<file path="src/rtl/dts_div.sv">
// Pipelined restoring divider, one quotient bit per stage.
// Carries a sideband word alongside each operand pair. No dependencies.
`timescale 1ns / 1ps
`default_nettype none

module dts_div #(
    parameter int NUM_W = 16,
    parameter int DEN_W = 11,
    parameter int TAG_W = 1
) (
    input  wire logic             i_clk,
    input  wire logic             i_rst_n,
    input  wire logic             i_en,
    input  wire logic [NUM_W-1:0] i_num,
    input  wire logic [DEN_W-1:0] i_den,
    input  wire logic [TAG_W-1:0] i_tag,
    output logic      [NUM_W-1:0] o_quo,
    output logic      [DEN_W-1:0] o_rem,
    output logic      [TAG_W-1:0] o_tag
);

    logic [NUM_W-1:0] r_num [NUM_W];
    logic [DEN_W-1:0] r_rem [NUM_W];
    logic [DEN_W-1:0] r_den [NUM_W];
    logic [TAG_W-1:0] r_tag [NUM_W];

    for (genvar s = 0; s < NUM_W; s++) begin : g_stage
        logic [NUM_W-1:0] num_in;
        logic [DEN_W-1:0] rem_in;
        logic [DEN_W-1:0] den_in;
        logic [TAG_W-1:0] tag_in;
        logic [DEN_W:0]   trial;
        logic [DEN_W:0]   diff;
        logic             ge;
        logic [NUM_W-1:0] n_num;
        logic [DEN_W-1:0] n_rem;

        // Stage inputs come from the ports or from the previous stage.
        if (s == 0) begin : g_first
            assign num_in = i_num;
            assign rem_in = '0;
            assign den_in = i_den;
            assign tag_in = i_tag;
        end else begin : g_next
            assign num_in = r_num[s-1];
            assign rem_in = r_rem[s-1];
            assign den_in = r_den[s-1];
            assign tag_in = r_tag[s-1];
        end

        // Shift in one numerator bit and subtract the divisor if it fits.
        // Quotient bits fill the numerator word from the bottom.
        always_comb begin
            trial = {rem_in, num_in[NUM_W-1]};
            diff  = trial - {1'b0, den_in};
            ge    = (trial >= {1'b0, den_in});
            n_rem = ge ? diff[DEN_W-1:0] : trial[DEN_W-1:0];
            n_num = {num_in[NUM_W-2:0], ge};
        end

        always_ff @(posedge i_clk) begin
            if (!i_rst_n) begin
                r_tag[s] <= '0;
            end else if (i_en) begin
                r_tag[s] <= tag_in;
            end
        end

        always_ff @(posedge i_clk) begin
            if (i_en) begin
                r_num[s] <= n_num;
                r_rem[s] <= n_rem;
                r_den[s] <= den_in;
            end
        end
    end

    assign o_quo = r_num[NUM_W-1];
    assign o_rem = r_rem[NUM_W-1];
    assign o_tag = r_tag[NUM_W-1];

endmodule

`default_nettype wire

</file>
<file path="config.mk">
export PLATFORM = sky130hd
export DESIGN_NAME = dts_div
export DESIGN_NICKNAME = d
export VERILOG_FILES = /design/src/rtl/dts_div.sv
export SDC_FILE = /design/constraint.sdc
export NUM_CORES = 1
export LEC_CHECK = 0
export ABC_AREA = 1
export BUFFER_PORTS_ARGS = -buffer_cell sky130_fd_sc_hd__buf_2
export CORE_AREA = 10 10 256 258
export CTS_CLUSTER_DIAMETER = 30
export DETAILED_ROUTE_END_ITERATION = 10
export DIE_AREA = 0 0 266 268
export PLACE_DENSITY_LB_ADDON = 0.2
export SYNTH_ARGS = -nofsm -noshare
export SYNTH_HDL_FRONTEND = slang
export SYNTH_SLANG_ARGS = --single-unit
</file>
<file path="constraint.sdc">
create_clock -name i_clk -period 3.38 [get_ports i_clk]
set_input_delay 0.338 -clock i_clk [delete_from_list [all_inputs] [get_ports i_clk]]
set_output_delay 0.338 -clock i_clk [all_outputs]
set_load 0.02 [all_outputs]
</file>
==> key figures <==
Setup path
  • WP data arrival: 2.72 ns
  • Kind of critical path: flip-flop to flip-flop
  • Reg2reg setup slack: 1.05 ns
  • Critical Path Max Stage Delay: 0.44 ns
  • Critical path depth: 8
  • CP top delay family: simple AND/OR/NAND/NOR gates
  • Worst reg2reg path depth: 8
  • CP max-delay cell: edfxtp_1
  • Critical path required time: 3.77 ns
  • Worst path bufs/invs: 1
  • Nature of the critical path startpoint: flip-flop
  • Critical Path End Type: flip-flop
  • Crit-path cells: ha_1, fa_1, inv_1, nand3_1, nand3_2, nand2_2, nand4_4, o21ai_0
  • Worst-path fanout max: 17

Global route
  • Initial antenna violation count: 0
  • Vias in the first global route: 21800
  • Largest net degree at the start of global routing: 96
  • First-pass GRT wire length: 109900 um
  • Remaining Overflow, GRT: 0
  • Gr usage total: 18.97%

Clock network
  • Max clock buf depth: 3
  • Htree depth: 3
  • Worst-skew pair later-pin latency: 0.66 ns
  • PostCTS Resize Cnt: 0
  • Clk slew on worst S/H paths: 0.06 ns
  • Clock sink total: 613
  • CTS tree: built
  • Clock Root Buffer: clkbuf_16
  • CTS buffer count: 119

STA
  • Setup TNS: 0 ns
  • Clock Skew: 0.02770 ns
  • Period minus WS final: 2.326 ns
  • Top achievable clock speed: 0.4299 GHz
  • Final Hold Viols: 0
  • Worst-Margin Slew: 0.6546 ns
  • Worst setup margin: 1.054 ns
  • Rel. slew slack: 56.36%
  • Worst hold margin: 0.1735 ns
  • RSZ-0062 raised after global routing: false
  • Final setup vio count: 0
  • Tcrit/Tclk final: 68.82%
  • Max-slew violation count: 0

Synthesis
  • Area contributors post-synth: edfxtp_1 (56%), nand2_1 (9.5%), ha_1 (6.4%)
  • Syn nets: 3368
  • Synth top area share: 55.92%
  • Synth Instances: 3155
  • Synth Warn #: 0
  • Netlist cell types: 35
  • Syn Area/Cell: 10.42 sq um
  • Biggest area consumer among synthesized cells: edfxtp_1
  • #FFs+latches synth: 613
  • Post-synthesis sequential area ratio: 55.98%
  • Synth Cell Area: 32870 sq um

Cells and area
  • Commonest cells after routing, fill and taps aside: nand2_1 (828), edfxtp_1 (612), inv_1 (551)
  • Number of fill cells in the layout: 4766
  • Util after Layout: 63.74%
  • Nets: 3556
  • Antenna cell count: 0
  • Proportion of layout cells with a drive suffix above 1: 17.63%
  • Most common cell after layout, fill and taps aside: nand2_1
  • Layout area overhead: 16.62%

Detailed routing
  • Detailed Route WL: 67240 um
  • DRT antenna net count: 0
  • Avg WL per Cell: 15.90 um
  • Drt pass-1 iters: 5
  • DRT iter0 DRCs: 1571
  • Drt drc: 0
  • Vias per cell: 5.189
  • DR vias: 21950

Floorplanning
  • Cell row count: 90
  • Die Span Y: 268 um
  • Die W: 266 um
  • Io pins: 59
  • Die area: 71290 sq um
  • Placeable Area: 60130 sq um
  • Initial core utilization: 54.65%

Power
  • Peak supply drop: 0.4925 mV
  • Power Total: 34.04 mW
  • Lkg Pwr: 17.13 nW
  • PD cells: 888.1 nW/um^2

Placement
  • Post-Place Setup Slack: 1.062 ns
  • DP HPWL: 47960 um
  • PortBufs: 58
  • Gpl congestion: 0.9030

Min path
  • Hold depth: 1
  • Min-delay worst type: input pin to flip-flop

Status
  • Status: finished clean

Job
  • Max capacitance violation total: 0
-- report_power, final --
group          leakage [nW]  internal, mW  total, mW  switching (mW)
logic                  9.18          3.95       11.1            7.20
clock network          1.95          7.61       11.7            4.12
registers              6.01          10.3       11.2           0.815
total                  17.1          21.9       34.0            12.1
-- cell usage after synthesis (all sizes together) --
library cell / instances
a41oi: 5
edfxtp: 612
nor3: 1
nor2: 185
clkbuf: 12
a21oi: 60
nand3: 227
dfxtp: 1
ha: 167
nand3b: 61
buf: 19
nand4: 150
inv: 580
xor2: 30
xnor2: 15
and2: 15
fa: 15
o21ai: 77
nor2b: 1
nand2: 907
or2: 15
-- path summary, 6_finish.rpt --
check | to | startpoint
max | r_rem[0][44] | r_den[3][0]
min | r_num[0][15] | i_en
max reg2reg | r_rem[0][44] | r_den[3][0]
min reg2reg | r_num[4][5] | r_num[3][4]
-- cell families after synthesis --
| family | Yosys count | synth area share, % |
|---|---|---|
| AO/OA/AOI/OAI | 142 | 2.631 |
| adder cells (fa/ha/maj) | 182 | 7.271 |
| XOR/XNOR | 45 | 1.199 |
| flip-flops | 613 | 55.98 |
| AND/OR/NAND/NOR | 1562 | 25.23 |
| buffers and inverters | 611 | 7.690 |
-- metrics by stage --
step           instances  instance area, sq um
6_report            4230                 38330
3_5_place_dp        3975                 33940
5_1_grt             4230                 38330
3_3_place_gp        3975                 33940
4_1_cts             4230                 38330
2_1_floorplan       3155                 32870
-- worst reg2reg max path: stages (launching register included) --
cell	delay [ns]
edfxtp_1	0.44
ha_1	0.24
fa_1	0.41
inv_1	0.13
nand3_1	0.10
nand3_2	0.14
nand2_2	0.15
nand4_4	0.26
o21ai_0	0.18
-- area by class of cell --
cell class | count | area, sq um | area share, %
Timing Repair Buffer | 98 | 735.7 | 1.920
Sequential cell | 613 | 18400 | 48.00
Multi-Input combinational cell | 1931 | 11940 | 31.15
Tap cell | 782 | 978.4 | 2.553
Inverter | 580 | 2177 | 5.680
Clock inverter | 96 | 1079 | 2.814
Clock buffer | 130 | 3019 | 7.877
-- flip-flops by register name, indices dropped and copies added, names as in the netlist --
| name | flops |
|---|---|
| r_rem | 176 |
| r_num | 256 |
| r_den | 165 |
| r_tag | 16 |
-- layer usage --
layer  share of wire (%)  vias up  track usage [%]
met5                   0        -                0
met4                 2.8        0            6.995
met3                 4.9      142            3.437
met2                  47      513            30.55
met1                  46    10341            25.44
li1                    -    10954                -
-- timing repair --
| item | CTS | global route |
|---|---|---|
| hold endpoints to repair | 29 | 0 |
| setup buffers | 0 | 0 |
| hold buffers | 29 | 0 |
Power figures use the tool's default switching activity.
